--- src/rtl/core/crmr_pkg.sv ---
// Shared types and constants of the CAN rule-match responder.
// No dependencies; every other file of the block refers to it by scoped names.
package crmr_pkg;

    // Default sizes of the rule table
    localparam int NUM_RULES_DEF     = 16;
    localparam int RESP_PER_RULE_DEF = 8;

    // Field widths fixed by the interface
    localparam int CMD_W   = 2;
    localparam int RIDX_W  = 4;
    localparam int SIDX_W  = 3;
    localparam int ID_W    = 29;
    localparam int LEN_W   = 4;
    localparam int DATA_W  = 64;
    localparam int CNT_W   = 4;
    localparam int HIT_W   = 4;

    // Longest run of response frames and the widest prefix, in bytes
    localparam int MAX_RUN      = 8;
    localparam int PREFIX_BYTES = 8;

    // Job fields wide enough for a table of up to 64 rules x 64 slots
    localparam int JOB_RULE_W = 6;
    localparam int JOB_SLOT_W = 12;

    // Command codes of an input beat
    localparam logic [CMD_W-1:0] CMD_HEADER = 2'd0;
    localparam logic [CMD_W-1:0] CMD_SLOT   = 2'd1;
    localparam logic [CMD_W-1:0] CMD_FRAME  = 2'd2;

    typedef enum logic {
        JOB_WRITE,
        JOB_RUN
    } t_job_kind;

    // Work handed from the front end to the back end
    typedef struct packed {
        t_job_kind               kind;
        logic [JOB_RULE_W-1:0]   rule;
        logic [CNT_W-1:0]        count;
        logic [JOB_SLOT_W-1:0]   slot;
        logic [ID_W-1:0]         id;
        logic [LEN_W-1:0]        dlc;
        logic [DATA_W-1:0]       data;
    } t_job;

endpackage

--- src/rtl/core/crmr_front.sv ---
// Front end: accepts input beats, holds the rule headers, matches frames.
// Depends on crmr_pkg; hands response-slot writes and response runs on as jobs.
module crmr_front #(
    parameter int NUM_RULES     = crmr_pkg::NUM_RULES_DEF,
    parameter int RESP_PER_RULE = crmr_pkg::RESP_PER_RULE_DEF
) (
    input  logic                          i_clk,
    input  logic                          i_rst_n,
    input  logic                          i_cfg_valid,
    output logic                          o_cfg_ready,
    input  logic                          i_cfg_data,
    input  logic                          push,
    output logic                          full,
    input  logic [crmr_pkg::CMD_W-1:0]    i_cmd,
    input  logic [crmr_pkg::RIDX_W-1:0]   i_rule_index,
    input  logic [crmr_pkg::SIDX_W-1:0]   i_slot_index,
    input  logic [crmr_pkg::ID_W-1:0]     i_frame_id,
    input  logic [crmr_pkg::LEN_W-1:0]    i_frame_len,
    input  logic [crmr_pkg::DATA_W-1:0]   i_frame_data,
    input  logic [crmr_pkg::CNT_W-1:0]    i_resp_count,
    output logic                          o_job_valid,
    input  logic                          i_job_ready,
    output crmr_pkg::t_job                o_job
);

    localparam int RW        = (NUM_RULES > 1) ? $clog2(NUM_RULES) : 1;
    localparam int CNT_LIMIT = (RESP_PER_RULE < crmr_pkg::MAX_RUN) ?
                               RESP_PER_RULE : crmr_pkg::MAX_RUN;

    // Every prefix byte must lie within the dlc and equal the frame byte
    function automatic logic prefix_ok(
        input logic [crmr_pkg::LEN_W-1:0]  plen,
        input logic [crmr_pkg::DATA_W-1:0] want,
        input logic [crmr_pkg::LEN_W-1:0]  dlc,
        input logic [crmr_pkg::DATA_W-1:0] got
    );
        logic ok;
        ok = 1'b1;
        for (int i = 0; i < crmr_pkg::PREFIX_BYTES; i++) begin
            if (crmr_pkg::LEN_W'(i) < plen) begin
                if (crmr_pkg::LEN_W'(i) >= dlc || want[8*i +: 8] != got[8*i +: 8]) begin
                    ok = 1'b0;
                end
            end
        end
        return ok;
    endfunction

    // Rule table; the count doubles as the enable, so only it is reset
    logic [crmr_pkg::ID_W-1:0]   r_rule_id    [NUM_RULES];
    logic [crmr_pkg::LEN_W-1:0]  r_rule_plen  [NUM_RULES];
    logic [crmr_pkg::DATA_W-1:0] r_rule_bytes [NUM_RULES];
    logic [crmr_pkg::CNT_W-1:0]  r_rule_cnt   [NUM_RULES];

    logic r_chan_open;

    // Stage between accept and job issue
    logic                          r_st_valid;
    crmr_pkg::t_job_kind           r_st_kind;
    logic [NUM_RULES-1:0]          r_st_hit;
    logic [crmr_pkg::JOB_SLOT_W-1:0] r_st_slot;
    logic [crmr_pkg::ID_W-1:0]     r_st_id;
    logic [crmr_pkg::LEN_W-1:0]    r_st_dlc;
    logic [crmr_pkg::DATA_W-1:0]   r_st_data;

    logic                          accept;
    logic                          rule_ok;
    logic                          slot_ok;
    logic                          hdr_we;
    logic                          take_slot;
    logic                          take_frame;
    logic [crmr_pkg::LEN_W-1:0]    hdr_plen;
    logic [crmr_pkg::CNT_W-1:0]    hdr_cnt;
    logic [NUM_RULES-1:0]          hit_vec;
    logic [RW-1:0]                 sel;
    logic                          any_hit;
    logic                          st_done;

    assign o_cfg_ready = 1'b1;
    assign full        = r_st_valid;
    assign accept      = push && !full;

    assign rule_ok    = (32'(i_rule_index) < NUM_RULES);
    assign slot_ok    = (32'(i_slot_index) < RESP_PER_RULE);
    assign hdr_we     = accept && (i_cmd == crmr_pkg::CMD_HEADER) && rule_ok;
    assign take_slot  = accept && (i_cmd == crmr_pkg::CMD_SLOT) && rule_ok && slot_ok;
    assign take_frame = accept && (i_cmd == crmr_pkg::CMD_FRAME) && r_chan_open;

    // Saturate header prefix length and response count
    assign hdr_plen = (i_frame_len > crmr_pkg::LEN_W'(crmr_pkg::PREFIX_BYTES)) ?
                      crmr_pkg::LEN_W'(crmr_pkg::PREFIX_BYTES) : i_frame_len;
    assign hdr_cnt  = (i_resp_count > crmr_pkg::CNT_W'(CNT_LIMIT)) ?
                      crmr_pkg::CNT_W'(CNT_LIMIT) : i_resp_count;

    // Compare the incoming frame against every rule at once
    always_comb begin
        for (int r = 0; r < NUM_RULES; r++) begin
            hit_vec[r] = (r_rule_cnt[r] != '0) &&
                         (r_rule_id[r] == '0 || r_rule_id[r] == i_frame_id) &&
                         prefix_ok(r_rule_plen[r], r_rule_bytes[r], i_frame_len, i_frame_data);
        end
    end

    // Pick the lowest-numbered rule that hit
    always_comb begin
        sel = '0;
        for (int r = NUM_RULES - 1; r >= 0; r--) begin
            if (r_st_hit[r]) begin
                sel = RW'(r);
            end
        end
    end

    assign any_hit = |r_st_hit;

    // Build the job from the held beat
    always_comb begin
        o_job = '0;
        o_job.kind = r_st_kind;
        o_job.id   = r_st_id;
        o_job.dlc  = r_st_dlc;
        o_job.data = r_st_data;
        if (r_st_kind == crmr_pkg::JOB_RUN) begin
            o_job.rule  = crmr_pkg::JOB_RULE_W'(sel);
            o_job.count = r_rule_cnt[sel];
            o_job.slot  = crmr_pkg::JOB_SLOT_W'(32'(sel) * RESP_PER_RULE);
        end else begin
            o_job.slot  = r_st_slot;
        end
    end

    assign o_job_valid = r_st_valid && (r_st_kind == crmr_pkg::JOB_WRITE || any_hit);
    assign st_done     = (o_job_valid && i_job_ready) ||
                         (r_st_valid && r_st_kind == crmr_pkg::JOB_RUN && !any_hit);

    // Channel-open register
    always_ff @(posedge i_clk) begin
        if (!i_rst_n) begin
            r_chan_open <= 1'b0;
        end else if (i_cfg_valid && o_cfg_ready) begin
            r_chan_open <= i_cfg_data;
        end
    end

    // Rule counts: cleared by reset, written by header beats
    always_ff @(posedge i_clk) begin
        if (!i_rst_n) begin
            for (int r = 0; r < NUM_RULES; r++) begin
                r_rule_cnt[r] <= '0;
            end
        end else begin
            for (int r = 0; r < NUM_RULES; r++) begin
                if (hdr_we && 32'(i_rule_index) == 32'(r)) begin
                    r_rule_cnt[r] <= hdr_cnt;
                end
            end
        end
    end

    // Rest of the rule header
    always_ff @(posedge i_clk) begin
        for (int r = 0; r < NUM_RULES; r++) begin
            if (hdr_we && 32'(i_rule_index) == 32'(r)) begin
                r_rule_id[r]    <= i_frame_id;
                r_rule_plen[r]  <= hdr_plen;
                r_rule_bytes[r] <= i_frame_data;
            end
        end
    end

    // Stage valid: hold until the job leaves or the frame missed
    always_ff @(posedge i_clk) begin
        if (!i_rst_n) begin
            r_st_valid <= 1'b0;
        end else if (take_slot || take_frame) begin
            r_st_valid <= 1'b1;
        end else if (st_done) begin
            r_st_valid <= 1'b0;
        end
    end

    // Stage payload
    always_ff @(posedge i_clk) begin
        if (take_slot || take_frame) begin
            r_st_kind <= take_frame ? crmr_pkg::JOB_RUN : crmr_pkg::JOB_WRITE;
            r_st_hit  <= hit_vec;
            r_st_slot <= crmr_pkg::JOB_SLOT_W'(32'(i_rule_index) * RESP_PER_RULE +
                                               32'(i_slot_index));
            r_st_id   <= i_frame_id;
            r_st_dlc  <= i_frame_len;
            r_st_data <= i_frame_data;
        end
    end

endmodule

--- config.mk ---
export PLATFORM = sky130hd
export DESIGN_NAME = crmr_front
export DESIGN_NICKNAME = d
export VERILOG_FILES = /design/src/rtl/core/crmr_pkg.sv /design/src/rtl/core/crmr_front.sv
export SDC_FILE = /design/constraint.sdc
export NUM_CORES = 2
export LEC_CHECK = 0
export BUFFER_PORTS_ARGS = -buffer_cell sky130_fd_sc_hd__buf_2
export CORE_AREA = 2 2 407 611
export DETAILED_ROUTE_END_ITERATION = 8
export DIE_AREA = 0 0 409 613
export SYNTH_ARGS = -nofsm -noshare
export SYNTH_HDL_FRONTEND = slang
export SYNTH_SLANG_ARGS = --single-unit
--- constraint.sdc ---
create_clock -name i_clk -period 10.2 [get_ports i_clk]
set_input_delay 2.04 -clock i_clk [delete_from_list [all_inputs] [get_ports i_clk]]
set_output_delay 2.04 -clock i_clk [all_outputs]
set_load 0.02 [all_outputs]
==> impl_metrics.yaml <==
floorplanning:
  std_cell_rows: 223
  start_util_pct: 29.9
  fp.coreArea_um2: 245000
  chipWidth_um: 409
  die_h_um: 613
  dieArea_um2: 251000
  io_pins: 239
critical_path:
  crit_buf_inv: 1
  ff2ff_path_depth: 6
  start_kind: "flip-flop"
  criticalPathCategory: "flip-flop to primary output"
  cp_top_family: "compound AO/OA/AOI/OAI gates"
  r2r-start: "full$_SDFFE_PN0P_"
  cp.arrival_ns: 3.86
  crit_required_ns: 8.16
  cp_slowest_stage_delay_ns: 0.63
  cp_slowest_cell: "nand2_1"
  path_cells: "o31ai_1, a211oi_1, o31ai_1, nand2_1, a211oi_1, a21oi_1, a221o_1, buf_2"
  r2r_end: "r_rule_bytes[1][461]$_DFFE_PP_"
  r2r_slack_ns: 5.92
  endpoint_kind: "primary output"
  cp_max_fo: 23
sta:
  rsz0062_at_grt: "false"
  fmax_ghz: 0.169
  slew_headroom_pct: 16.6
  setup_ws_ns: 4.30
  hold_viol_final: 0
  worst_slew_pin_slew_ns: 1.23
  finalSetupViolCount: 0
  slew_viol_final: 0
  tns_ns: 0
  period_minus_slack_ns: 5.90
  fin_worst_skew_ns: 0.0766
  period_share_pct: 57.9
grt:
  overflow: 0
  grt_pass1_wl_um: 282000
  antenna_found_initial: 5
  grt_max_degree: 69
  grt.total_usage_pct: 15.2
  grt_pass1_vias: 40417
cells_and_area:
  fill_cells: 23353
  drive_above_1_share_pct: 12.9
  area.growth.synth_to_final_pct: 14.8
  finish.utilization_pct: 34.3
  fin_area_um2: 84200
  num-nets-final: 5088
worst_hold_path:
  worstHoldStart: "r_chan_open$_SDFFE_PN0P_"
  hold_depth: 2
  hold_class: "flip-flop to flip-flop"
  min_to: "r_chan_open$_SDFFE_PN0P_"
power_and_ir_drop:
  power_switching_mw: 3.30
  seq_power_share_pct: 53.1
  p_comb_share_pct: 5.3
  p_int_mw: 11.7
  p_clk_share_pct: 41.6
  total_power_mw: 15.0
  leakage_nw: 26.2
  vdd_drop_max_mv: 0.133
  p_sw_share_pct: 22.0
  cellPowerDensity_nw_per_um2: 178
drt:
  drt-pass1-iter-count: 6
  viasPerCell: 4.79
  via_count: 40072
  ant_nets: 0
  route.detailed.drc: 0
  wl_um: 196000
  wl_per_cell_um: 23.4
  drtIter0Drc: 3164
cts:
  cts_buffers: 175
  postCtsHoldBufs: 0
  cts.reportedPaths.clkPinSlew_ns: 0.06
  h-tree-depth: 4
  cts_resized: 0
  clock_latency_ns: 0.83
  cts_root_buf: "clkbuf_16"
  cts_setup_buffers: 0
  cts_tree: "yes"
  cts.sinks: 1739
  clock_path_buffers: 4
yosys:
  netlist_instances: 4658
  synth-edff-count: 1737
  synth.distinct_cells: 64
  synth-seq-area-share_pct: 71.2
  syn_area_um2: 73300
  yosysWarnings: 0
  synth-main-ff-cell: "edfxtp_1"
  async_reset_ff_share_pct: 0
  synth-seq-cells: 1739
  syn_avg_cell_area_um2: 15.7
placement:
  dp_hpwl_um: 123000
  place_area_um2: 78800
  dp_slack_ns: 4.33
  place_congestion: 0.887
  io_buffers: 230
run_status:
  status: "finished, final reports clean"
job:
  cap_violations: 0
cells by family after synthesis:
| family | synth area share, % |
|---|---|
| compound gates | 1.77 |
| xor+xnor | 17.8 |
| fa+ha+maj | 0.0410 |
| buf+inv | 1.49 |
| flops | 71.2 |
| mux | 0.503 |
| other cells | 0.0102 |
| simple gates | 7.22 |
area by class of cell:
class,count,area [µm²],share of cell area [%]
Clock buffer,205,4530,5.39
Inverter,34,153,0.181
Multi-Input combinational cell,2659,20200,24.0
Tap cell,3262,4080,4.85
Antenna cell,2,5.00,0.00595
Timing Repair Buffer,363,2150,2.55
Sequential cell,1739,52200,62.0
Clock inverter,100,855,1.02
flip-flops by register name (all words and copies together) (netlist names):
name,flops
r_chan_open,1
r_rule_plen,64
full,1
r_rule_bytes,1024
r_st_slot,7
r_st_hit,16
r_st_id,29
r_st_data,64
r_st_kind,1
r_rule_id,464
r_st_dlc,4
r_rule_cnt,64
synth_stat cells (4+ instances only):
cell          n  share of area [%]
o32ai_1       5              0.060
inv_1        33               0.17
nand4_1     221                1.9
o41ai_1       9               0.11
a21oi_1      47               0.32
mux2_2        7               0.11
o21ai_0      33               0.23
buf_2        30               0.20
nand2b_1      8              0.068
or4_1        29               0.30
nor4_1      294                2.5
edfxtp_1   1737                 71
nor2_1       95               0.49
or2_2        10              0.085
xor2_1      797                9.5
a21o_1       14               0.14
buf_4        11               0.11
or3_1        13               0.11
nor2b_1      19               0.16
o22ai_1      21               0.18
clkbuf_1    149               0.76
a2111oi_0     4              0.048
xnor2_1     691                8.3
a211oi_1     15               0.15
nor3_1      102               0.70
nand3_1      63               0.43
nand2_1      62               0.32
o31ai_1       6              0.061
mux2i_1      29               0.40
o2111ai_1     5              0.060
a31oi_1       5              0.043
buf_1        39               0.20
stage by stage:
stage,hold slack (ns),cells
6_report,0.533,8364
5_1_grt,0.586,8363
4_1_cts,0.534,8362
3_5_place_dp,0.519,8057
3_3_place_gp,0.509,8057
2_1_floorplan,0.483,4664
power by group through the flow:
stage / sequential, mW / clock (mW) / combinational, mW
6_report: 7.95 / 6.23 / 0.799
5_1_grt: 7.95 / 6.63 / 0.865
3_5_place_dp: 8.10 / 0 / 0.811
2_1_floorplan: 8.12 / 0 / 0.445
4_1_cts: 7.95 / 6.39 / 0.815
3_3_place_gp: 8.10 / 0 / 0.799
layer usage:
| layer | up-vias | wire length, µm | global-route usage [%] |
|---|---|---|---|
| met2 | 1162 | 96800 | 26.3 |
| met1 | 20558 | 79300 | 18.6 |
| met3 | 368 | 9870 | 2.32 |
| met5 | - | 31 | 0 |
| met4 | 4 | 9790 | 7.18 |
| li1 | 17980 | - | - |
cell usage in the layout (no fill, tap or decap), types with 11 or more instances in the layout:
cell type	count
bufinv_16	13
buf_2	230
clkinv_2	29
nand2_1	62
o21ai_0	33
o22ai_1	21
edfxtp_1	1737
nor2b_1	16
nand4_1	221
xnor2_1	691
xor2_1	797
a21o_1	14
or3_1	13
clkbuf_1	28
clkinv_1	37
inv_6	11
inv_1	23
a211oi_1	15
nand3_1	63
nor2_1	88
a21oi_1	43
or4_1	29
mux2i_1	29
clkbuf_16	177
buf_4	133
nor4_1	290
nor3_1	101
worst min-delay path, stage by stage (launching register included):
cell and delay (ns):
dfxtp_1 0.33, mux2i_1 0.07, nor2b_1 0.10
worst max-delay path by stage:
stage                                 from                              to  cells after the start
detailed placement                    push  r_rule_bytes[1][507]$_DFFE_PP_                      7
floorplan                         i_cmd[0]          r_st_data[0]$_DFFE_PP_                      2
finish              r_st_hit[12]$_DFFE_PP_                      o_job[112]                      8
global placement                      push  r_rule_bytes[1][509]$_DFFE_PP_                      7
CTS                 r_st_hit[12]$_DFFE_PP_                      o_job[112]                      8
global route        r_st_hit[12]$_DFFE_PP_                      o_job[112]                      8
Power figures use the tool's default switching activity.
