[src/rtl/core/crmr_pkg.sv]
// Shared types and constants of the CAN rule-match responder.
// No dependencies; every other file of the block refers to it by scoped names.
package crmr_pkg;

    // Default sizes of the rule table
    localparam int NUM_RULES_DEF     = 16;
    localparam int RESP_PER_RULE_DEF = 8;

    // Field widths fixed by the interface
    localparam int CMD_W   = 2;
    localparam int RIDX_W  = 4;
    localparam int SIDX_W  = 3;
    localparam int ID_W    = 29;
    localparam int LEN_W   = 4;
    localparam int DATA_W  = 64;
    localparam int CNT_W   = 4;
    localparam int HIT_W   = 4;

    // Longest run of response frames and the widest prefix, in bytes
    localparam int MAX_RUN      = 8;
    localparam int PREFIX_BYTES = 8;

    // Job fields wide enough for a table of up to 64 rules x 64 slots
    localparam int JOB_RULE_W = 6;
    localparam int JOB_SLOT_W = 12;

    // Command codes of an input beat
    localparam logic [CMD_W-1:0] CMD_HEADER = 2'd0;
    localparam logic [CMD_W-1:0] CMD_SLOT   = 2'd1;
    localparam logic [CMD_W-1:0] CMD_FRAME  = 2'd2;

    typedef enum logic {
        JOB_WRITE,
        JOB_RUN
    } t_job_kind;

    // Work handed from the front end to the back end
    typedef struct packed {
        t_job_kind               kind;
        logic [JOB_RULE_W-1:0]   rule;
        logic [CNT_W-1:0]        count;
        logic [JOB_SLOT_W-1:0]   slot;
        logic [ID_W-1:0]         id;
        logic [LEN_W-1:0]        dlc;
        logic [DATA_W-1:0]       data;
    } t_job;

endpackage

[src/rtl/core/crmr_queue.sv]
// Two-entry job queue between the front end and the back end.
// Depends on crmr_pkg for the job type.
module crmr_queue (
    input  logic           i_clk,
    input  logic           i_rst_n,
    input  logic           i_wr_valid,
    output logic           o_wr_ready,
    input  crmr_pkg::t_job i_wr_job,
    output logic           o_rd_valid,
    input  logic           i_rd_ready,
    output crmr_pkg::t_job o_rd_job
);

    localparam int DEPTH = 2;

    crmr_pkg::t_job r_mem [DEPTH];
    logic           r_wr_ptr;
    logic           r_rd_ptr;
    logic [1:0]     r_count;
    logic           wr_en;
    logic           rd_en;
    logic [1:0]     n_count;

    assign o_wr_ready = (r_count != 2'(DEPTH));
    assign o_rd_valid = (r_count != 2'd0);
    assign o_rd_job   = r_mem[r_rd_ptr];
    assign wr_en      = i_wr_valid && o_wr_ready;
    assign rd_en      = o_rd_valid && i_rd_ready;

    // Next fill level
    always_comb begin
        n_count = r_count;
        if (wr_en && !rd_en) begin
            n_count = r_count + 2'd1;
        end else if (rd_en && !wr_en) begin
            n_count = r_count - 2'd1;
        end
    end

    // Advance pointers and fill level
    always_ff @(posedge i_clk) begin
        if (!i_rst_n) begin
            r_wr_ptr <= 1'b0;
            r_rd_ptr <= 1'b0;
            r_count  <= 2'd0;
        end else begin
            if (wr_en) begin
                r_wr_ptr <= ~r_wr_ptr;
            end
            if (rd_en) begin
                r_rd_ptr <= ~r_rd_ptr;
            end
            r_count <= n_count;
        end
    end

    // Store jobs
    always_ff @(posedge i_clk) begin
        if (wr_en) begin
            r_mem[r_wr_ptr] <= i_wr_job;
        end
    end

`ifndef NO_ASSERTIONS
    a_fill_bounded: assert property (@(posedge i_clk) disable iff (!i_rst_n)
        r_count <= 2'(DEPTH))
        else $error("job queue fill level out of range");

    a_ptrs_track_fill: assert property (@(posedge i_clk) disable iff (!i_rst_n)
        (r_count == 2'd0 || r_count == 2'(DEPTH)) |-> (r_wr_ptr == r_rd_ptr))
        else $error("job queue pointers disagree with fill level");

    a_count_step: assert property (@(posedge i_clk) disable iff (!i_rst_n)
        (wr_en && !rd_en) |=> (r_count == $past(r_count) + 2'd1))
        else $error("job queue lost a write");
`endif

endmodule

[config.mk]
export PLATFORM = sky130hd
export DESIGN_NAME = crmr_queue
export DESIGN_NICKNAME = d
export VERILOG_FILES = /design/src/rtl/core/crmr_pkg.sv /design/src/rtl/core/crmr_queue.sv
export SDC_FILE = /design/constraint.sdc
export NUM_CORES = 1
export LEC_CHECK = 0
export BUFFER_PORTS_ARGS = -buffer_cell sky130_fd_sc_hd__buf_2
export CORE_MARGIN = 1
export CORE_UTILIZATION = 43
export DETAILED_ROUTE_END_ITERATION = 12
export PLACE_DENSITY_LB_ADDON = 0.15
export SYNTH_ARGS = -nofsm -noshare
export SYNTH_HDL_FRONTEND = slang
export SYNTH_SLANG_ARGS = --single-unit
[constraint.sdc]
create_clock -name i_clk -period 5.7 [get_ports i_clk]
set_input_delay 0.57 -clock i_clk [delete_from_list [all_inputs] [get_ports i_clk]]
set_output_delay 0.57 -clock i_clk [all_outputs]
set_load 0.02 [all_outputs]
==> run_summary.xml, run 1 <==
<?xml version="1.0" encoding="UTF-8"?>
<metrics>
  <group name="sta">
    <metric name="achievable-frequency" unit="MHz">297</metric>
    <metric name="drv_slew" unit="">0</metric>
    <metric name="final-hold-violation-count" unit="">0</metric>
    <metric name="finalWorstSetupSlack" unit="ps">2340</metric>
    <metric name="setup-tns-final" unit="ps">0</metric>
    <metric name="final-setup-viol-count" unit="">0</metric>
    <metric name="tightestPinTransition" unit="ps">1150</metric>
    <metric name="final.period_utilization" unit="%">59.0</metric>
    <metric name="finalCriticalPeriod" unit="ps">3360</metric>
    <metric name="rsz0062_at_grt" unit="">false</metric>
    <metric name="finalClockSkew" unit="ps">9.74</metric>
    <metric name="max-slew-margin-rel" unit="%">23.5</metric>
  </group>
  <group name="synthesis">
    <metric name="ys_seq_elements" unit="">245</metric>
    <metric name="synthFlopType" unit="">edfxtp_1</metric>
    <metric name="yosys.area.top_type_share" unit="%">80.7</metric>
    <metric name="ys_async_sr_fraction" unit="%">0</metric>
    <metric name="synthesis.area_per_instance" unit="µm²">22.5</metric>
    <metric name="synthesis.area" unit="mm²">0.00893</metric>
    <metric name="synth_top_area_cell" unit="">edfxtp_1</metric>
    <metric name="main_combinational_cell_family_by_area_after_synthesis" unit="">multiplexers</metric>
    <metric name="synth.net_count" unit="">522</metric>
    <metric name="area_contributors_post_synth" unit="">edfxtp_1 81%, mux2_2 15%, buf_6 1.3%</metric>
    <metric name="syn-instance-count" unit="">397</metric>
    <metric name="area_fraction_in_and_or_nand_and_nor_cells_after_synthesis" unit="%">0.728</metric>
    <metric name="synthXorXnorAreaFrac" unit="%">0.294</metric>
    <metric name="yosysWarnings" unit="">0</metric>
    <metric name="post_synth_fa_ha_maj_area_fraction" unit="%">0.140</metric>
    <metric name="seq_area_frac_synth" unit="%">81.8</metric>
    <metric name="number_of_enable_type_register_cells_in_the_synthesized_netlist" unit="">240</metric>
    <metric name="synth.lib_cells_used.distinct" unit="">21</metric>
    <metric name="synth.cells.most_frequent" unit="">240 x edfxtp_1, 120 x mux2_2, 10 x buf_6, 5 x dfxtp_1, 4 x and2_1</metric>
    <metric name="synth_compound_area_share" unit="%">0.392</metric>
    <metric name="dominant_cell_by_count_in_the_synthesized_netlist" unit="">edfxtp_1</metric>
    <metric name="synth.area.mux_share" unit="%">15.1</metric>
  </group>
  <group name="worst_setup_path">
    <metric name="ordered_cell_list_for_the_critical_path" unit="">buf_4 -&gt; mux2_2 -&gt; buf_2</metric>
    <metric name="cp_data_required_time" unit="ps">5130</metric>
    <metric name="timing.critical_path.fanout_max" unit="">85</metric>
    <metric name="critical_path.endpoint" unit="">o_rd_job[67]</metric>
    <metric name="cp-start-kind" unit="">register</metric>
    <metric name="crit_path_top_delay_cell" unit="">dfxtp_4</metric>
    <metric name="arrival" unit="ps">2790</metric>
    <metric name="reg2regPathDepth" unit="">4</metric>
    <metric name="critical_path.endpoint_type" unit="">primary output</metric>
    <metric name="critical_path_cell_count" unit="">3</metric>
    <metric name="worst-path-buf-inv" unit="">2</metric>
    <metric name="crit-reg2reg-launch" unit="">r_count[0]</metric>
    <metric name="rrSetupSlack" unit="ps">3060</metric>
    <metric name="worst_path_largest_cell_delay" unit="ps">1120</metric>
    <metric name="r2r-end" unit="">r_mem[0][92]</metric>
    <metric name="largest_delay_share_family_worst_path" unit="">flip-flops</metric>
    <metric name="worstSetupPathType" unit="">reg2out</metric>
  </group>
  <group name="floorplanning">
    <metric name="die-area" unit="mm²">0.0213</metric>
    <metric name="die-height" unit="µm">146</metric>
    <metric name="core.rowCount" unit="">52</metric>
    <metric name="chipWidth" unit="µm">146</metric>
    <metric name="placeableCoreArea" unit="mm²">0.0203</metric>
    <metric name="top_level_ports" unit="">246</metric>
    <metric name="effective_utilization_at_floorplan" unit="%">44.0</metric>
  </group>
  <group name="finish">
    <metric name="register_area" unit="mm²">0.00731</metric>
    <metric name="syn_to_final_growth" unit="%">25.0</metric>
    <metric name="core_util_final" unit="%">55.0</metric>
    <metric name="drive_gt1_share" unit="%">60.0</metric>
    <metric name="fin_nets" unit="">785</metric>
    <metric name="number_of_fill_cells" unit="">1641</metric>
    <metric name="layoutNonFillerInstCount" unit="">949</metric>
    <metric name="layout.cell_area.non_filler" unit="mm²">0.0112</metric>
    <metric name="multi_input_comb_area" unit="mm²">0.00150</metric>
  </group>
  <group name="power">
    <metric name="p_leak" unit="µW">0.00414</metric>
    <metric name="clock_power_share" unit="%">29.2</metric>
    <metric name="combinational_cell_fraction_of_total_power" unit="%">24.5</metric>
    <metric name="total_switching_power" unit="µW">1500</metric>
    <metric name="seq_power_share" unit="%">46.3</metric>
    <metric name="power_density" unit="mW/mm²">463</metric>
    <metric name="cell_internal_pwr" unit="µW">3670</metric>
    <metric name="power.share.switching" unit="%">29.0</metric>
    <metric name="ir_drop" unit="µV">287</metric>
  </group>
  <group name="place">
    <metric name="placement.setup.worst_slack" unit="ps">2820</metric>
    <metric name="postPlaceCellArea" unit="mm²">0.0104</metric>
    <metric name="post_dp_hpwl" unit="µm">11100</metric>
    <metric name="place_inst" unit="">903</metric>
    <metric name="finalWeightedCongestion" unit="">0.806</metric>
    <metric name="port_buffer_count" unit="">245</metric>
  </group>
  <group name="global_routing">
    <metric name="sum_of_overflow_across_all_layers_after_global_routing" unit="">0</metric>
    <metric name="vias_in_the_first_global_route" unit="">4791</metric>
    <metric name="grt_pass1_wl" unit="µm">26100</metric>
    <metric name="overall_fraction_of_global_route_tracks_in_use" unit="%">15.8</metric>
    <metric name="grt_max_degree" unit="">86</metric>
    <metric name="initial_antenna_violation_count" unit="">3</metric>
  </group>
  <group name="clocking">
    <metric name="cts_sinks" unit="">245</metric>
    <metric name="cts-root-to-sink-buffers" unit="">3</metric>
    <metric name="cts_tree" unit="">yes</metric>
    <metric name="clock_transition_time_at_the_flip_flop_clock_pins_of_the_worst_setup_and_hold_paths" unit="ps">60</metric>
    <metric name="cts_root_buffer" unit="">clkbuf_16</metric>
    <metric name="cts.repair_timing.setup_buffer_count" unit="">0</metric>
    <metric name="cts_made_buffers" unit="">25</metric>
    <metric name="clk_latency" unit="ps">510</metric>
    <metric name="cts_hold_buffers" unit="">0</metric>
    <metric name="cts_repair_resizes" unit="">0</metric>
    <metric name="htree_levels" unit="">1</metric>
  </group>
  <group name="status">
    <metric name="outcome" unit="">finished clean</metric>
  </group>
  <group name="hold_path">
    <metric name="worstHoldStart" unit="">i_wr_job[89]</metric>
    <metric name="class_of_the_tightest_hold_or_removal_check" unit="">in2reg</metric>
    <metric name="whs_path_depth" unit="">1</metric>
  </group>
  <group name="detailed_routing">
    <metric name="wl_per_cell" unit="µm">17.9</metric>
    <metric name="routed-via-count" unit="">4552</metric>
    <metric name="viasPerCell" unit="">4.80</metric>
    <metric name="detail_route.iter0.violations" unit="">181</metric>
    <metric name="drt_pass1_iterations" unit="">4</metric>
    <metric name="detail_route.wirelength" unit="µm">17000</metric>
    <metric name="remaining_drc_errors" unit="">0</metric>
    <metric name="final_antenna_net_count" unit="">0</metric>
  </group>
  <group name="job">
    <metric name="max-cap-violations" unit="">0</metric>
  </group>
</metrics>
[placed cells by master (no fill, tap or decap), types with 2 or more instances in the layout]
cell / n
and2_1: 4
buf_2: 245
buf_4: 4
bufinv_16: 2
clkbuf_1: 5
clkbuf_16: 25
clkinv_1: 8
clkinv_2: 4
dfxtp_1: 4
diode_2: 2
edfxtp_1: 240
mux2_2: 120
xnor2_1: 2
[power by group through the flow]
stage / clock network [µW] / logic, µW / registers [µW]
2_1_floorplan: 0 / 983 / 2350
3_3_place_gp: 0 / 1260 / 2430
3_5_place_dp: 0 / 1280 / 2440
4_1_cts: 1560 / 1290 / 2400
5_1_grt: 1630 / 1350 / 2420
6_report: 1510 / 1270 / 2390
[state kept, by name, indices dropped and copies added (netlist names), named ones only]
name      cells
r_mem       240
r_rd_ptr      1
r_wr_ptr      1
r_count       2
[cell type report]
cell class	count	share of cell area (%)
tap	270	3.03
clock buffer	30	5.77
multi-input combinational	138	13.4
inverter	1	0.0560
antenna	2	0.0448
sequential	245	65.5
timing repair buffer	249	11.3
clock inverter	14	0.986
[worst reg2reg max path: stages (launching register included)]
cell and delay (ps):
dfxtp_1 430, nand2b_4 200, nand3b_1 140, inv_4 710
buf_4 770
[routing by layer]
layer  global-route usage, %  up-vias  part of all wire, %
li1                        -     2112                    -
met5                       0        -                0.076
met2                    25.6      175                   48
met4                    5.21        2                  2.1
met3                    5.38       34                  9.1
met1                    19.9     2229                   41
[through the flow]
stage	hold WS (ps)	power (µW)
3_5_place_dp	574	3720
2_1_floorplan	512	3330
6_report	248	5170
3_3_place_gp	529	3690
4_1_cts	223	5250
5_1_grt	230	5400
[kinds of logic after synthesis]
kind of cell | count (synthesis)
DFF | 245
muxes | 120
buffers and inverters | 14
and+or+nand+nor | 9
AOI/OAI and AO/OA | 5
xor gates and xnor gates | 3
adders and majority gates | 1
[worst min-delay path by stage]
stage	to	slack, ps
2_1_floorplan	r_count[1]	510
6_report	r_mem[0][89]	250
5_1_grt	r_mem[0][89]	230
3_3_place_gp	r_count[1]	530
4_1_cts	r_mem[1][30]	220
3_5_place_dp	r_count[1]	570
No activity file was read; power rests on OpenSTA's default activity.
==> inputs of run 2 (changes only) <==
- clock period: 5.7 -> 2.9 ns (I/O delays scaled with it)
==> run 2 against run 1 <==
Wire length rose by 5.4%. Critical endpoint is now o_rd_job[52]. Via count up 9.7%. Setup slack got worse by 1800 ps. Sequential share of layout area decreased by 6.6 points. Critical path depth stayed put.
==> run_summary.xml, run 2 (synthesis results as in run 1) <==
<?xml version="1.0" encoding="UTF-8"?>
<metrics>
  <group name="detailed_routing">
    <metric name="viasPerCell" unit="">4.65</metric>
    <metric name="detail_route.iter0.violations" unit="">218</metric>
    <metric name="wl_per_cell" unit="µm">16.7</metric>
    <metric name="remaining_drc_errors" unit="">0</metric>
    <metric name="detail_route.wirelength" unit="µm">17900</metric>
    <metric name="drt_pass1_iterations" unit="">4</metric>
    <metric name="routed-via-count" unit="">4993</metric>
    <metric name="final_antenna_net_count" unit="">0</metric>
  </group>
  <group name="floorplanning">
    <metric name="placeableCoreArea" unit="mm²">0.0203</metric>
    <metric name="chipWidth" unit="µm">146</metric>
    <metric name="effective_utilization_at_floorplan" unit="%">44.0</metric>
    <metric name="top_level_ports" unit="">246</metric>
    <metric name="die-area" unit="mm²">0.0213</metric>
    <metric name="core.rowCount" unit="">52</metric>
    <metric name="die-height" unit="µm">146</metric>
  </group>
  <group name="finish">
    <metric name="top_register" unit="">r_mem</metric>
    <metric name="fin_nets" unit="">911</metric>
    <metric name="largest_register_ffs" unit="">240</metric>
    <metric name="drive_gt1_share" unit="%">51.4</metric>
    <metric name="most_frequent_standard_cell_in_the_layout_excluding_fill_and_tap_cells" unit="">buf_2</metric>
    <metric name="layout_common_cells" unit="">245 x buf_2, 240 x edfxtp_1, 120 x mux2_2, 120 x dlygate4sd3_1, 25 x clkbuf_16</metric>
    <metric name="number_of_fill_cells" unit="">1539</metric>
    <metric name="syn_to_final_growth" unit="%">39.0</metric>
    <metric name="largestRegisters" unit="">r_mem: 240 flops, r_count: 2 flops</metric>
    <metric name="multi_input_comb_area" unit="mm²">0.00150</metric>
    <metric name="layout.cell_area.non_filler" unit="mm²">0.0124</metric>
    <metric name="layoutNonFillerInstCount" unit="">1074</metric>
    <metric name="register_area" unit="mm²">0.00731</metric>
  </group>
  <group name="clocking">
    <metric name="cts_repair_resizes" unit="">0</metric>
    <metric name="clock_transition_time_at_the_flip_flop_clock_pins_of_the_worst_setup_and_hold_paths" unit="ps">60</metric>
    <metric name="clk_latency" unit="ps">500</metric>
    <metric name="htree_levels" unit="">1</metric>
    <metric name="cts_made_buffers" unit="">25</metric>
    <metric name="cts_sinks" unit="">245</metric>
    <metric name="cts_tree" unit="">yes</metric>
    <metric name="cts_root_buffer" unit="">clkbuf_16</metric>
    <metric name="cts-root-to-sink-buffers" unit="">3</metric>
  </group>
  <group name="worst_setup_path">
    <metric name="reg2regPathDepth" unit="">4</metric>
    <metric name="timing.critical_path.fanout_max" unit="">35</metric>
    <metric name="worst_path_largest_cell_delay" unit="ps">670</metric>
    <metric name="critical_path.endpoint_type" unit="">primary output</metric>
    <metric name="worstSetupPathType" unit="">reg2out</metric>
    <metric name="ordered_cell_list_for_the_critical_path" unit="">buf_4 -&gt; mux2_2 -&gt; buf_2</metric>
    <metric name="crit_path_top_delay_cell" unit="">dfxtp_4</metric>
    <metric name="cp_data_required_time" unit="ps">2610</metric>
    <metric name="arrival" unit="ps">2070</metric>
    <metric name="cp-start-kind" unit="">register</metric>
    <metric name="rrSetupSlack" unit="ps">930</metric>
  </group>
  <group name="global_routing">
    <metric name="initial_antenna_violation_count" unit="">1</metric>
    <metric name="sum_of_overflow_across_all_layers_after_global_routing" unit="">0</metric>
    <metric name="met1_usage" unit="%">19.9</metric>
    <metric name="overall_fraction_of_global_route_tracks_in_use" unit="%">16.6</metric>
    <metric name="grt_busiest_layer" unit="">met2</metric>
    <metric name="gr-usage-met3" unit="%">4.31</metric>
    <metric name="global_route.usage.met2" unit="%">29.4</metric>
    <metric name="grt_pass1_wl" unit="µm">27900</metric>
    <metric name="grt_max_degree" unit="">62</metric>
    <metric name="vias_in_the_first_global_route" unit="">5515</metric>
  </group>
  <group name="place">
    <metric name="port_buffer_count" unit="">245</metric>
    <metric name="post_dp_hpwl" unit="µm">11400</metric>
    <metric name="place_inst" unit="">909</metric>
    <metric name="placement.setup.worst_slack" unit="ps">905</metric>
    <metric name="postPlaceCellArea" unit="mm²">0.0105</metric>
    <metric name="finalWeightedCongestion" unit="">0.795</metric>
  </group>
  <group name="sta">
    <metric name="tightestPinTransition" unit="ps">598</metric>
    <metric name="final-hold-violation-count" unit="">0</metric>
    <metric name="finalCriticalPeriod" unit="ps">2360</metric>
    <metric name="finalWorstSetupSlack" unit="ps">542</metric>
    <metric name="setup-tns-final" unit="ps">0</metric>
    <metric name="final.hold.worst_slack" unit="ps">69.8</metric>
    <metric name="final-setup-viol-count" unit="">0</metric>
    <metric name="final.period_utilization" unit="%">81.3</metric>
    <metric name="finalClockSkew" unit="ps">8.40</metric>
    <metric name="achievable-frequency" unit="MHz">424</metric>
    <metric name="drv_slew" unit="">0</metric>
    <metric name="rsz0062_at_grt" unit="">false</metric>
    <metric name="max-slew-margin-rel" unit="%">60.1</metric>
  </group>
  <group name="job">
    <metric name="max-cap-violations" unit="">0</metric>
  </group>
  <group name="power">
    <metric name="power_density" unit="mW/mm²">821</metric>
    <metric name="p_leak" unit="µW">0.00466</metric>
    <metric name="ir_drop" unit="µV">511</metric>
  </group>
  <group name="hold_path">
    <metric name="class_of_the_tightest_hold_or_removal_check" unit="">in2reg</metric>
    <metric name="whs_path_depth" unit="">2</metric>
  </group>
  <group name="status">
    <metric name="outcome" unit="">finished clean</metric>
  </group>
</metrics>
[run 2: cell count changes in the layout (fill, tap and decap cells not counted)]
cell / before / now
dlygate4sd3_1: 0 / 120
buf_12: 0 / 4
clkinv_2: 4 / 7
buf_4: 4 / 6
bufinv_16: 2 / 0
clkbuf_1: 5 / 4
clkinvlp_4: 0 / 1
diode_2: 2 / 1
inv_4: 1 / 0
[run 2: through the flow]
| step | utilization (%) | total power [µW] |
|---|---|---|
| 2_1_floorplan | - | 6530 |
| 3_3_place_gp | 51.7 | 7330 |
| 3_5_place_dp | 51.7 | 7380 |
| 4_1_cts | 61.1 | 10300 |
| 5_1_grt | 61.1 | 10600 |
| 6_report | 61.1 | 10200 |
[run 2: path summary, 6_finish.rpt]
kind,startpoint,end
hold reg to reg,r_rd_ptr,register
setup reg to reg,r_count[1],r_mem[0][20]
hold / removal,i_rst_n,r_rd_ptr
setup / recovery,register,o_rd_job[52]
[run 2: power breakdown]
part / leakage (µW) / total (µW) / internal (µW) / switching [µW]
Combinational: 0.00202 / 2810 / 1200 / 1600
Clock: 0.000353 / 2780 / 1570 / 1220
Sequential: 0.00228 / 4600 / 4420 / 178
[run 2: timing repair]
| action | in CTS | in global routing |
|---|---|---|
| hold buffers | 120 | 0 |
| endpoints found under the hold margin | 240 | 0 |
| setup buffers | 0 | 0 |
| endpoints found under the setup margin | 0 | 0 |
[run 2: final cells by class]
type | instances | area share (%)
well taps | 270 | 2.72
multi-input cells | 138 | 12.0
clock inverters | 15 | 0.524
clock buffers | 29 | 5.16
flip-flops and latches | 245 | 58.9
inverters | 1 | 0.0605
diodes | 1 | 0.0202
repair buffers | 375 | 20.6
[run 2: layer usage]
| layer | vias to the layer above | part of all wire, % |
|---|---|---|
| li1 | 2357 | - |
| met1 | 2445 | 42 |
| met3 | 25 | 6.7 |
| met2 | 166 | 50 |
| met5 | - | 0 |
| met4 | 0 | 2.0 |
[run 2: critical path, delay by kind of cell, from the launching register on]
family / cells / cell delay, ps
DFF: 1 / 670
muxes: 1 / 380
buffers and inverters: 2 / 500
==> inputs of run 3 (changes only) <==
- clock period: 2.9 -> 2.3 ns (I/O delays scaled with it)
==> run 3 against run 2 <==
Wire length shrank 0.41%. Final area grew 0.34%. Flip-flop and latch count is the same. Highest routed layer unchanged.
==> run_summary.xml, run 3 (synthesis results as in run 1) <==
<?xml version="1.0" encoding="UTF-8"?>
<metrics>
  <group name="status">
    <metric name="outcome" unit="">finished clean</metric>
  </group>
  <group name="clocking">
    <metric name="cts_hold_buffers" unit="">121</metric>
    <metric name="clock_transition_time_at_the_flip_flop_clock_pins_of_the_worst_setup_and_hold_paths" unit="ps">60</metric>
    <metric name="cts_root_buffer" unit="">clkbuf_16</metric>
    <metric name="cts_sinks" unit="">245</metric>
    <metric name="cts_repair_resizes" unit="">0</metric>
    <metric name="cts_tree" unit="">yes</metric>
    <metric name="cts_made_buffers" unit="">25</metric>
    <metric name="clk_latency" unit="ps">510</metric>
    <metric name="cts-root-to-sink-buffers" unit="">3</metric>
    <metric name="htree_levels" unit="">1</metric>
    <metric name="cts.repair_timing.setup_buffer_count" unit="">0</metric>
  </group>
  <group name="global_routing">
    <metric name="grt_busiest_layer" unit="">met2</metric>
    <metric name="vias_in_the_first_global_route" unit="">5320</metric>
    <metric name="gr-usage-met3" unit="%">4.31</metric>
    <metric name="initial_antenna_violation_count" unit="">0</metric>
    <metric name="grt_pass1_wl" unit="µm">27700</metric>
    <metric name="sum_of_overflow_across_all_layers_after_global_routing" unit="">0</metric>
    <metric name="global_route.usage.met2" unit="%">29.0</metric>
    <metric name="grt_max_degree" unit="">71</metric>
    <metric name="met1_usage" unit="%">20.0</metric>
    <metric name="overall_fraction_of_global_route_tracks_in_use" unit="%">16.5</metric>
  </group>
  <group name="sta">
    <metric name="finalWorstSetupSlack" unit="ps">85.4</metric>
    <metric name="rsz0062_at_grt" unit="">false</metric>
    <metric name="final.period_utilization" unit="%">96.3</metric>
    <metric name="finalClockSkew" unit="ps">14.8</metric>
    <metric name="tightestPinTransition" unit="ps">409</metric>
    <metric name="final.hold.worst_slack" unit="ps">57.7</metric>
    <metric name="drv_slew" unit="">0</metric>
    <metric name="finalCriticalPeriod" unit="ps">2210</metric>
    <metric name="final-hold-violation-count" unit="">0</metric>
    <metric name="max-slew-margin-rel" unit="%">72.7</metric>
    <metric name="achievable-frequency" unit="MHz">452</metric>
    <metric name="final-setup-viol-count" unit="">0</metric>
  </group>
  <group name="finish">
    <metric name="antenna_cells_inserted" unit="">0</metric>
    <metric name="register_area" unit="mm²">0.00731</metric>
    <metric name="largestRegisters" unit="">r_mem: 240 flops, r_count: 2 flops</metric>
    <metric name="core_util_final" unit="%">61.4</metric>
    <metric name="syn_to_final_growth" unit="%">39.5</metric>
    <metric name="multi_input_comb_area" unit="mm²">0.00150</metric>
    <metric name="drive_gt1_share" unit="%">51.0</metric>
    <metric name="number_of_fill_cells" unit="">1591</metric>
    <metric name="top_register" unit="">r_mem</metric>
    <metric name="most_frequent_standard_cell_in_the_layout_excluding_fill_and_tap_cells" unit="">buf_2</metric>
    <metric name="largest_register_ffs" unit="">240</metric>
    <metric name="layout_common_cells" unit="">245 x buf_2, 240 x edfxtp_1, 121 x dlygate4sd3_1</metric>
    <metric name="fin_nets" unit="">908</metric>
  </group>
  <group name="hold_path">
    <metric name="class_of_the_tightest_hold_or_removal_check" unit="">in2reg</metric>
  </group>
  <group name="power">
    <metric name="pnr_total_power" unit="µW">13100</metric>
    <metric name="ir_drop" unit="µV">710</metric>
    <metric name="power_density" unit="mW/mm²">1050</metric>
    <metric name="power.share.switching" unit="%">28.8</metric>
    <metric name="cell_internal_pwr" unit="µW">9310</metric>
    <metric name="clock_power_share" unit="%">28.6</metric>
    <metric name="total_switching_power" unit="µW">3760</metric>
    <metric name="p_leak" unit="µW">0.00466</metric>
    <metric name="seq_power_share" unit="%">44.2</metric>
    <metric name="combinational_cell_fraction_of_total_power" unit="%">27.3</metric>
  </group>
  <group name="worst_setup_path">
    <metric name="arrival" unit="ps">1980</metric>
    <metric name="cp-start-kind" unit="">register</metric>
    <metric name="critical_path.endpoint_type" unit="">primary output</metric>
    <metric name="worstSetupPathType" unit="">reg2out</metric>
    <metric name="timing.critical_path.fanout_max" unit="">52</metric>
    <metric name="cp_data_required_time" unit="ps">2070</metric>
  </group>
  <group name="job">
    <metric name="max-cap-violations" unit="">0</metric>
  </group>
  <group name="place">
    <metric name="finalWeightedCongestion" unit="">0.737</metric>
    <metric name="port_buffer_count" unit="">245</metric>
    <metric name="placement.setup.worst_slack" unit="ps">617</metric>
    <metric name="post_dp_hpwl" unit="µm">10800</metric>
  </group>
  <group name="detailed_routing">
    <metric name="viasPerCell" unit="">4.63</metric>
    <metric name="wl_per_cell" unit="µm">16.7</metric>
    <metric name="final_antenna_net_count" unit="">0</metric>
    <metric name="drt_pass1_iterations" unit="">4</metric>
    <metric name="remaining_drc_errors" unit="">0</metric>
    <metric name="detail_route.iter0.violations" unit="">233</metric>
    <metric name="detail_route.wirelength" unit="µm">17900</metric>
    <metric name="routed-via-count" unit="">4947</metric>
  </group>
  <group name="floorplanning">
    <metric name="chipWidth" unit="µm">146</metric>
    <metric name="placeableCoreArea" unit="mm²">0.0203</metric>
    <metric name="effective_utilization_at_floorplan" unit="%">44.0</metric>
    <metric name="die-area" unit="mm²">0.0213</metric>
    <metric name="top_level_ports" unit="">246</metric>
    <metric name="core.rowCount" unit="">52</metric>
    <metric name="die-height" unit="µm">146</metric>
  </group>
</metrics>
-- run 3: area by class of cell --
class                      instances  area share [%]
clock buffer                      35            5.32
inverter                           1          0.0603
sequential                       245            58.7
multi-input combinational        138            12.0
timing repair buffer             372            20.5
clock inverter                     7           0.653
tap                              270            2.71
-- run 3: path summary, 6_finish.rpt --
check | from | slack (ps) | cells after the start | endpoint
worst max-delay path | register | 90 | 3 | o_rd_job[64]
worst min-delay path | i_wr_valid | 60 | 3 | r_wr_ptr
worst max register to register | r_count[0] | 630 | 4 | r_mem[0][86]
worst min register to register | r_count[1] | 570 | 2 | r_count[1]
-- run 3: power groups by stage --
stage / clock network (µW) / registers, µW / logic (µW)
after floorplan: 0 / 5800 / 2440
after global placement: 0 / 5840 / 3400
after detailed placement: 0 / 5870 / 3430
after CTS: 3840 / 5780 / 3620
after global routing: 4000 / 5830 / 3790
final: 3740 / 5770 / 3560
-- run 3: through the flow --
stage               setup TNS (ps)  cells  area [µm²]
finish                           0   1068       12500
global route                     0   1068       12500
CTS                              0   1068       12500
detailed placement               0    905       10500
global placement                 0    905       10500
floorplan                   -86240    397        8940
-- run 3: metal layers --
| metal | part of all wire [%] | up-vias |
|---|---|---|
| met5 | 0 | - |
| met4 | 2.3 | 0 |
| met3 | 7.2 | 35 |
| li1 | - | 2341 |
| met1 | 40 | 2396 |
| met2 | 51 | 175 |
-- run 3: critical path, stage by stage, from the launching register on --
cell	delay [ps]
dfxtp_4	550
buf_12	300
mux2_2	390
buf_2	160
